$ cat config.mk
export PLATFORM = sky130hd
export DESIGN_NAME = implicit_field_density_evaluator
export DESIGN_NICKNAME = d
export VERILOG_FILES = /design/src/design/ifde_pkg.sv /design/src/design/implicit_field_density_evaluator.sv
export SDC_FILE = /design/constraint.sdc
export NUM_CORES = 2
export LEC_CHECK = 0
export BUFFER_PORTS_ARGS = -buffer_cell sky130_fd_sc_hd__buf_4
export CAP_MARGIN = 20
export CORE_MARGIN = 5
export CORE_UTILIZATION = 50
export DETAILED_ROUTE_END_ITERATION = 12
export PLACE_DENSITY = 0.65
export SYNTH_ARGS = -nofsm -noshare
export SYNTH_HDL_FRONTEND = slang
export SYNTH_SLANG_ARGS = --single-unit
$ cat constraint.sdc
create_clock -name clk -period 21.5 [get_ports clk]
set_input_delay 2.15 -clock clk [delete_from_list [all_inputs] [get_ports clk]]
set_output_delay 2.15 -clock clk [all_outputs]
set_load 0.02 [all_outputs]
$ cat src/design/ifde_pkg.sv
// ----------------------------------------------------------------------------
// ifde_pkg
// Shared constants, codes and types for the implicit field density evaluator.
// ----------------------------------------------------------------------------
package ifde_pkg;

  localparam int MAX_POINTS  = 16;
  localparam int SLOT_BITS   = $clog2(MAX_POINTS);
  localparam int COUNT_BITS  = SLOT_BITS + 1;
  localparam int COORD_BITS  = 12;
  localparam int RADIUS_BITS = 12;
  localparam int DENS_BITS   = 21;
  localparam int POT_BITS    = 17;
  localparam int CFG_IDX_BITS = 3;
  localparam int CFG_DATA_BITS = 12;

  localparam logic [DENS_BITS-1:0] DENS_MAX  = 21'd1048576;
  localparam logic [DENS_BITS-1:0] EMPTY_MIN = 21'd1048576;  // 16.0 in Q5.16

  // input item kinds
  localparam logic KIND_WRITE = 1'b0;
  localparam logic KIND_EVAL  = 1'b1;

  // configuration register indexes
  localparam logic [CFG_IDX_BITS-1:0] REG_KERNEL  = 3'd0;
  localparam logic [CFG_IDX_BITS-1:0] REG_COMBINE = 3'd1;
  localparam logic [CFG_IDX_BITS-1:0] REG_RADIUS  = 3'd2;
  localparam logic [CFG_IDX_BITS-1:0] REG_COUNT   = 3'd3;

  // kernel codes
  localparam logic [1:0] KER_MURAKAMI  = 2'd0;
  localparam logic [1:0] KER_NISHIMURA = 2'd1;

  // combine codes
  localparam logic [1:0] CMB_SUM = 2'd0;
  localparam logic [1:0] CMB_MAX = 2'd1;

  typedef logic [COORD_BITS-1:0] coord_t;
  typedef logic [DENS_BITS-1:0]  dens_t;

endpackage

$ cat src/design/implicit_field_density_evaluator.sv
// ----------------------------------------------------------------------------
// implicit_field_density_evaluator
// Metaball field density at a sample point over a small control point table.
// ----------------------------------------------------------------------------
//
//  channel | direction | handshake            | payload
//  --------+-----------+----------------------+----------------------------------
//  in_     | input     | in_valid / in_ready  | kind, slot, coord_x, coord_y
//  out_    | output    | out_valid / out_ready| density (Q5.16)
//  cfg_    | input     | cfg_valid / cfg_ready| cfg_index, cfg_data
//
// A write transaction is absorbed at its accepting edge, with no result.
// An evaluate transaction squares the radius, then for each point squares
// the distances, checks the range, runs the divider, applies the kernel
// (Murakami, Nishimura near or far with a square root, or Wyvill) and
// accumulates; out of range points skip the divider and the kernel.
// The 32 step restoring divider computes d2 * 2^32 / R^2.
// Reset (synchronous, rst_n low) loads the register defaults; the point table
// is not cleared. in_ready is low during reset and from acceptance of an
// evaluate transaction until the result is taken.
//
module implicit_field_density_evaluator
  import ifde_pkg::*;
(
  input  logic                     clk,
  input  logic                     rst_n,
  input  logic                     in_valid,
  output logic                     in_ready,
  input  logic                     in_kind,
  input  logic [SLOT_BITS-1:0]     in_slot,
  input  coord_t                   in_coord_x,
  input  coord_t                   in_coord_y,
  output logic                     out_valid,
  input  logic                     out_ready,
  output dens_t                    out_density,
  input  logic                     cfg_valid,
  output logic                     cfg_ready,
  input  logic [CFG_IDX_BITS-1:0]  cfg_index,
  input  logic [CFG_DATA_BITS-1:0] cfg_data
);

  localparam logic [3:0] ST_IDLE = 4'd0;
  localparam logic [3:0] ST_R2   = 4'd1;
  localparam logic [3:0] ST_DX   = 4'd2;
  localparam logic [3:0] ST_DY   = 4'd3;
  localparam logic [3:0] ST_CHK  = 4'd4;
  localparam logic [3:0] ST_DIV  = 4'd5;
  localparam logic [3:0] ST_KER  = 4'd6;
  localparam logic [3:0] ST_SQ   = 4'd7;
  localparam logic [3:0] ST_NF   = 4'd8;
  localparam logic [3:0] ST_W2   = 4'd9;
  localparam logic [3:0] ST_W3   = 4'd10;
  localparam logic [3:0] ST_W4   = 4'd11;
  localparam logic [3:0] ST_ACC  = 4'd12;
  localparam logic [3:0] ST_OUT  = 4'd13;

  // ceil(2^23 / 9): exact floor(n/9) for n < 2^20
  localparam logic [19:0] RECIP9 = 20'd932068;

  logic [3:0]             state_r;
  logic [1:0]             kernel_r;
  logic [1:0]             mode_r;
  logic [RADIUS_BITS-1:0] radius_r;
  logic [COUNT_BITS-1:0]  pcount_r;

  coord_t                 tab_x_r [MAX_POINTS];
  coord_t                 tab_y_r [MAX_POINTS];
  coord_t                 sx_r, sy_r;
  logic [COUNT_BITS-1:0]  n_r, idx_r;
  logic [23:0]            r2_r;
  logic [24:0]            d2_r;
  logic [23:0]            rem_r;
  logic [31:0]            q_r;
  logic [4:0]             cnt_r;
  logic [31:0]            sq_v_r, sq_res_r, sq_bit_r;
  logic [31:0]            v2_r;
  logic [47:0]            v3_r;
  logic signed [24:0]     nwy_r;
  logic [POT_BITS-1:0]    p_r;
  dens_t                  acc_r;

  // distance to the current table point
  coord_t      cur_x, cur_y, dx, dy;
  logic [15:0] v;
  logic [16:0] t, u, w;

  assign cur_x = tab_x_r[idx_r[SLOT_BITS-1:0]];
  assign cur_y = tab_y_r[idx_r[SLOT_BITS-1:0]];
  assign dx    = (sx_r >= cur_x) ? sx_r - cur_x : cur_x - sx_r;
  assign dy    = (sy_r >= cur_y) ? sy_r - cur_y : cur_y - sy_r;
  assign v     = q_r[31:16];                  // u^2 in Q0.16
  assign t     = 17'd65536 - {1'b0, v};
  assign u     = sq_res_r[16:0];              // u in Q0.16
  assign w     = (u >= 17'd65536) ? 17'd0 : 17'd65536 - u;

  // shared multiplier
  logic [31:0] mul_a;
  logic [19:0] mul_b;
  logic [51:0] prod;

  always_comb begin
    mul_a = '0;
    mul_b = '0;
    unique case (state_r)
      ST_R2: begin
        mul_a = 32'(radius_r);
        mul_b = 20'(radius_r);
      end
      ST_DX: begin
        mul_a = 32'(dx);
        mul_b = 20'(dx);
      end
      ST_DY: begin
        mul_a = 32'(dy);
        mul_b = 20'(dy);
      end
      ST_KER: begin
        if (kernel_r == KER_MURAKAMI) begin
          mul_a = 32'(t);
          mul_b = 20'(t);
        end else begin
          mul_a = 32'(v);
          mul_b = 20'(v);
        end
      end
      ST_NF: begin
        mul_a = 32'(w);
        mul_b = 20'(w);
      end
      ST_W2: begin
        mul_a = v2_r;
        mul_b = 20'(v);
      end
      ST_W4: begin
        mul_a = 32'(nwy_r[19:0]);
        mul_b = RECIP9;
      end
      default: begin
        mul_a = '0;
        mul_b = '0;
      end
    endcase
  end

  assign prod = 52'(mul_a) * 52'(mul_b);

  // restoring divider step
  logic [24:0] rem_sh;
  logic        div_ge;
  logic [24:0] rem_sub;
  assign rem_sh  = {rem_r, 1'b0};
  assign div_ge  = rem_sh >= {1'b0, r2_r};
  assign rem_sub = div_ge ? rem_sh - {1'b0, r2_r} : rem_sh;

  // square root step
  logic [32:0] sq_sum;
  logic        sq_take;
  assign sq_sum  = {1'b0, sq_res_r} + {1'b0, sq_bit_r};
  assign sq_take = {1'b0, sq_v_r} >= sq_sum;

  // Nishimura near region: 1 - 3u^2
  logic        near;
  logic [17:0] three_v;
  logic [16:0] near_p;
  assign near    = (29'(d2_r) * 29'd9) < 29'(r2_r);
  assign three_v = 18'(v) * 18'd3;
  assign near_p  = (three_v >= 18'd65536) ? 17'd0 : 17'(18'd65536 - three_v);

  // Nishimura far region: 1.5 w^2
  logic [34:0] far3;
  assign far3 = 35'(prod[33:0]) * 35'd3;

  // Wyvill numerator scaled by 2^-32
  logic signed [55:0] wx;
  logic signed [24:0] wbase, wn;
  assign wx    = $signed(56'(53'({v2_r, 16'b0}) * 53'd17)) - $signed(56'({v3_r, 2'b0}));
  assign wbase = 25'sd589824 - $signed(25'(24'(v) * 24'd22));
  assign wn    = wbase + 25'(wx[55:32]);

  // combine
  logic [21:0] sum_ext;
  dens_t       acc_nxt;
  dens_t       p_ext;
  assign p_ext   = 21'(p_r);
  assign sum_ext = 22'(acc_r) + 22'(p_ext);

  always_comb begin
    unique case (mode_r)
      CMB_SUM: acc_nxt = (sum_ext > 22'(DENS_MAX)) ? DENS_MAX : sum_ext[DENS_BITS-1:0];
      CMB_MAX: acc_nxt = (p_ext > acc_r) ? p_ext : acc_r;
      default: acc_nxt = (p_ext < acc_r) ? p_ext : acc_r;
    endcase
  end

  logic [COUNT_BITS-1:0] idx_inc;
  assign idx_inc = idx_r + 1'b1;

  // configuration registers
  always_ff @(posedge clk) begin
    if (!rst_n) begin
      kernel_r <= KER_MURAKAMI;
      mode_r   <= CMB_SUM;
      radius_r <= 12'd100;
      pcount_r <= '0;
    end else if (cfg_valid) begin
      unique case (cfg_index)
        REG_KERNEL:  kernel_r <= cfg_data[1:0];
        REG_COMBINE: mode_r   <= cfg_data[1:0];
        REG_RADIUS:  radius_r <= cfg_data[RADIUS_BITS-1:0];
        REG_COUNT:   pcount_r <= cfg_data[COUNT_BITS-1:0];
        default: ;
      endcase
    end
  end

  // point table, no reset
  always_ff @(posedge clk) begin
    if (in_valid && in_ready && in_kind == KIND_WRITE) begin
      tab_x_r[in_slot] <= in_coord_x;
      tab_y_r[in_slot] <= in_coord_y;
    end
  end

  // sequencer and datapath
  always_ff @(posedge clk) begin
    if (!rst_n) begin
      state_r <= ST_IDLE;
    end else begin
      unique case (state_r)
        ST_IDLE: begin
          if (in_valid && in_kind == KIND_EVAL) begin
            sx_r    <= in_coord_x;
            sy_r    <= in_coord_y;
            n_r     <= (pcount_r > COUNT_BITS'(MAX_POINTS)) ? COUNT_BITS'(MAX_POINTS)
                                                             : pcount_r;
            idx_r   <= '0;
            acc_r   <= (mode_r == CMB_SUM || mode_r == CMB_MAX) ? '0 : EMPTY_MIN;
            state_r <= ST_R2;
          end
        end
        ST_R2: begin
          r2_r    <= prod[23:0];
          state_r <= (n_r == '0) ? ST_OUT : ST_DX;
        end
        ST_DX: begin
          d2_r    <= 25'(prod[23:0]);
          state_r <= ST_DY;
        end
        ST_DY: begin
          d2_r    <= d2_r + 25'(prod[23:0]);
          state_r <= ST_CHK;
        end
        ST_CHK: begin
          if (radius_r == '0 || d2_r >= 25'(r2_r)) begin
            p_r     <= '0;
            state_r <= ST_ACC;
          end else begin
            rem_r   <= d2_r[23:0];
            q_r     <= '0;
            cnt_r   <= '0;
            state_r <= ST_DIV;
          end
        end
        ST_DIV: begin
          rem_r <= rem_sub[23:0];
          q_r   <= {q_r[30:0], div_ge};
          cnt_r <= cnt_r + 1'b1;
          if (cnt_r == 5'd31) state_r <= ST_KER;
        end
        ST_KER: begin
          unique case (kernel_r)
            KER_MURAKAMI: begin
              p_r     <= prod[32:16];
              state_r <= ST_ACC;
            end
            KER_NISHIMURA: begin
              if (near) begin
                p_r     <= near_p;
                state_r <= ST_ACC;
              end else begin
                sq_v_r   <= q_r;
                sq_res_r <= '0;
                sq_bit_r <= 32'h4000_0000;
                cnt_r    <= '0;
                state_r  <= ST_SQ;
              end
            end
            default: begin
              v2_r    <= prod[31:0];
              state_r <= ST_W2;
            end
          endcase
        end
        ST_SQ: begin
          if (sq_take) begin
            sq_v_r   <= sq_v_r - sq_sum[31:0];
            sq_res_r <= (sq_res_r >> 1) + sq_bit_r;
          end else begin
            sq_res_r <= sq_res_r >> 1;
          end
          sq_bit_r <= sq_bit_r >> 2;
          cnt_r    <= cnt_r + 1'b1;
          if (cnt_r == 5'd15) state_r <= ST_NF;
        end
        ST_NF: begin
          p_r     <= far3[33:17];
          state_r <= ST_ACC;
        end
        ST_W2: begin
          v3_r    <= prod[47:0];
          state_r <= ST_W3;
        end
        ST_W3: begin
          nwy_r   <= wn;
          state_r <= ST_W4;
        end
        ST_W4: begin
          if (nwy_r <= 25'sd0)                  p_r <= '0;
          else if (prod[39:23] > 17'd65536)     p_r <= 17'd65536;
          else                                  p_r <= prod[39:23];
          state_r <= ST_ACC;
        end
        ST_ACC: begin
          acc_r   <= acc_nxt;
          idx_r   <= idx_inc;
          state_r <= (idx_inc == n_r) ? ST_OUT : ST_DX;
        end
        ST_OUT: begin
          if (out_ready) state_r <= ST_IDLE;
        end
        default: state_r <= ST_IDLE;
      endcase
    end
  end

  assign in_ready    = rst_n && (state_r == ST_IDLE);
  assign out_valid   = (state_r == ST_OUT);
  assign out_density = acc_r;
  assign cfg_ready   = rst_n;

endmodule

==> results.md <==
* Fmax at 64.0 MHz
* Layout Nets at between 7,000 and 8,000
* Gpl congestion at 0.949
* GRT Util Overall at 0.271
* Crit end category: flip-flop
* Worst-case clock buffer depth at 3
* Critical path startpoint category: flip-flop
* Synth area leaders: edfxtp_1 33%, fa_1 16%, ha_1 12%
* Slew headroom at 0.165
* Reg2Reg Depth at between 40 and 50
* Outcome: completed
* Total CTS buffers at 83
* Clock share of power at 0.404
* Psw at between 900 and 1000 uW
* Hold buffer count at cts at 0
* Worst hold path type: flip-flop to flip-flop
* Final Util at 0.546
* Yosys reg bits at 780
* Largest net degree at the start of global routing at 63
* Resized cells post-CTS at 0
* Post-synth EDFFs at 751
* Core area at 137,000 um^2
* Fin crit period at between 15 and 20 ns
* Sw frac at 0.261
* Max-Cap Viols at 0
* Setup Buffers After CTS at 0
* Most frequent cell on the critical path: fa_1
* H-Tree Depth at 3
* Die X at 381 um
* Routed len/inst at 23.1 um
* Max VDD drop at just over 70 uV
* Vias per cell at ~5.9
* Power density of the placed cells at ~50 nW/um^2
* Netlist cell types at 96
* Residual DRC count at 0
* Measured slew at the worst slew-check pin at roughly 1.2 ns
* Fillers at around 12,000
* Most common cell after layout, fill and taps aside: inv_1
* Clk_skew at around 0.025 ns
* Crit path max fanout at 35
* Final HPWL DP at roughly 150 mm
* Total Wirelength at between 150 and 200 mm
* Clock sink count at 780
* Final antenna-violating net count at 0
* GRT overflow at 0
* CTS tree: done
* RSZ-0062 raised after global routing: false
* Die Y at ~380 um
* Leakage power at between 0.03 and 0.04 uW
* Most used DFF post-synth: edfxtp_1
* Ys Warns at 0
* Combinational power share at 0.146
* Initial antenna violation count at 10
* Final Hold Viols at 0
* Synth-to-Final Area Change at 8.79%
* Async SR Flop Fraction at 0
* Final WS setup at 5.87 ns
* Crit Path Class: flip-flop to flip-flop
* Most frequent cells in the layout: 928 x inv_1, 751 x edfxtp_1, 692 x nand2_1
* First-pass GRT wire length at ~300 mm
* Final slew viol count at 0
* Mean Syn Cell Area at approximately 10 um^2
* Flop pwr share at 0.450
* Layout cells sized above 1 at 0.0758
* Area after DPL at 71,900 um^2
* Worst r2r dst: p_r[16]
* Mapped cell area at 68,800 um^2
* Final Setup Violations at 0
* CP endpoint: p_r[16]
* Critical path data required time at roughly 22 ns
* Synthesized instance count at roughly 6,600
* Crit path largest cell delay at around 0.84 ns
* Initial Utilization at 0.502
* Slowest cell on crit path: nand2_1
* Initial drt markers at roughly 4,300
* Ports at 73
* Yosys top cell area share at 0.328
* Die ar. at roughly 150,000 um^2
* Register area share after synthesis at 0.336
* Part of the cycle the worst path needs at 0.727
* Final instance area at around 75,000 um^2
* Sum Neg Setup Slack at 0 ns
* P_int at approximately 2800 uW
* Number of port buffers at 72
* Vias in the first global route at a little over 50,000
* Post-synth top area cell: edfxtp_1
* Worst endpoint data arrival time at around 16 ns
* Clock slew at reported path FFs at ~0.07 ns
* Root Driver: clkbuf_16
* Worst skew pair latency at 0.69 ns
* Reg2Reg Setup Slack at between 5 and 6 ns
* Worst slack, placed at ~6 ns
* Via Count at 50,300
* Drt first pass iters at 6
* Num rows at around 140
-- worst max-delay path, delay by kind of cell (launching register included) --
kind	cells	cell delay (ns)
and+or+nand+nor	5	2.02
buffers and inverters	6	0.86
AOI/OAI and AO/OA	18	4.53
adders and majority gates	11	4.77
xor gates and xnor gates	3	0.99
DFF	1	0.81
muxes	3	1.36
-- metrics by stage --
stage	instances	hold WS [ns]	total power [uW]
6_report	8583	0.492	3760
5_1_grt	8573	0.526	3910
4_1_cts	8570	0.489	3790
3_5_place_dp	8418	0.481	2270
3_3_place_gp	8416	0.478	2260
2_1_floorplan	6646	0.456	2090
-- final cells by class --
cell class | instances | area, um^2 | area share
multi-input combinational | 4739 | 41700 | 0.557
sequential | 780 | 23100 | 0.309
inverter | 930 | 3490 | 0.0466
antenna | 11 | 27.5 | 0.000368
tap | 1794 | 2240 | 0.0300
timing repair buffer | 177 | 1370 | 0.0182
clock inverter | 47 | 641 | 0.00856
clock buffer | 105 | 2230 | 0.0298
-- worst min-delay path by stage --
stage	start	end	slack, ns	cells past startpoint
after floorplan	radius_r[1]	radius_r[1]	0.46	2
after global placement	radius_r[4]	radius_r[4]	0.48	2
after detailed placement	radius_r[4]	radius_r[4]	0.48	2
after CTS	radius_r[4]	radius_r[4]	0.49	2
after global routing	radius_r[4]	radius_r[4]	0.53	2
final	radius_r[4]	radius_r[4]	0.49	2
-- power by group through the flow --
stage	Combinational, uW	Sequential, uW	Clock, uW
2_1_floorplan	375	1720	0
3_3_place_gp	538	1720	0
3_5_place_dp	544	1730	0
4_1_cts	549	1690	1550
5_1_grt	606	1690	1610
6_report	550	1690	1520
-- per-layer routing --
layer	wire length [um]	global-route usage	up-vias
li1	-	-	22900
met1	83800	0.372	25200
met2	90500	0.432	1782
met3	15400	0.0507	396
met4	8690	0.102	4
met5	28	0	-
-- synthesized netlist by cell type, types with 43 or more instances --
cell type  count
xor2_1       146
inv_1        929
nand2b_1      52
ha_1         641
mux4_2       120
fa_1         551
xnor2_1      241
a21o_1       150
nand2_1      694
o21a_1        53
or3_1         43
nor2b_1       78
a21oi_1      333
nand3_1       82
edfxtp_1     751
o21ai_0      276
nand4_1       43
mux2i_1       51
nor2_1       443
a31oi_1       48
and2_1       108
clkbuf_1     162
nor3_1        79
o21bai_1      47
-- registers in the layout (all words and copies together), names as in the netlist, 21 cells and up, named ones only --
| name | flops |
|---|---|
| d2_r | 25 |
| nwy_r | 25 |
| out_density | 21 |
| q_r | 32 |
| r2_r | 24 |
| rem_r | 24 |
| sq_res_r | 32 |
| sq_v_r | 32 |
| tab_x_r | 192 |
| tab_y_r | 192 |
| v2_r | 32 |
| v3_r | 48 |
-- cells by family after synthesis --
kind of cell,share of synthesized area
compound gates,0.112
xor+xnor,0.0493
fa+ha+maj,0.277
buf+inv,0.0621
flops,0.336
mux,0.0477
other cells,0.000109
simple gates,0.116
(Power assumes the default switching activity.)
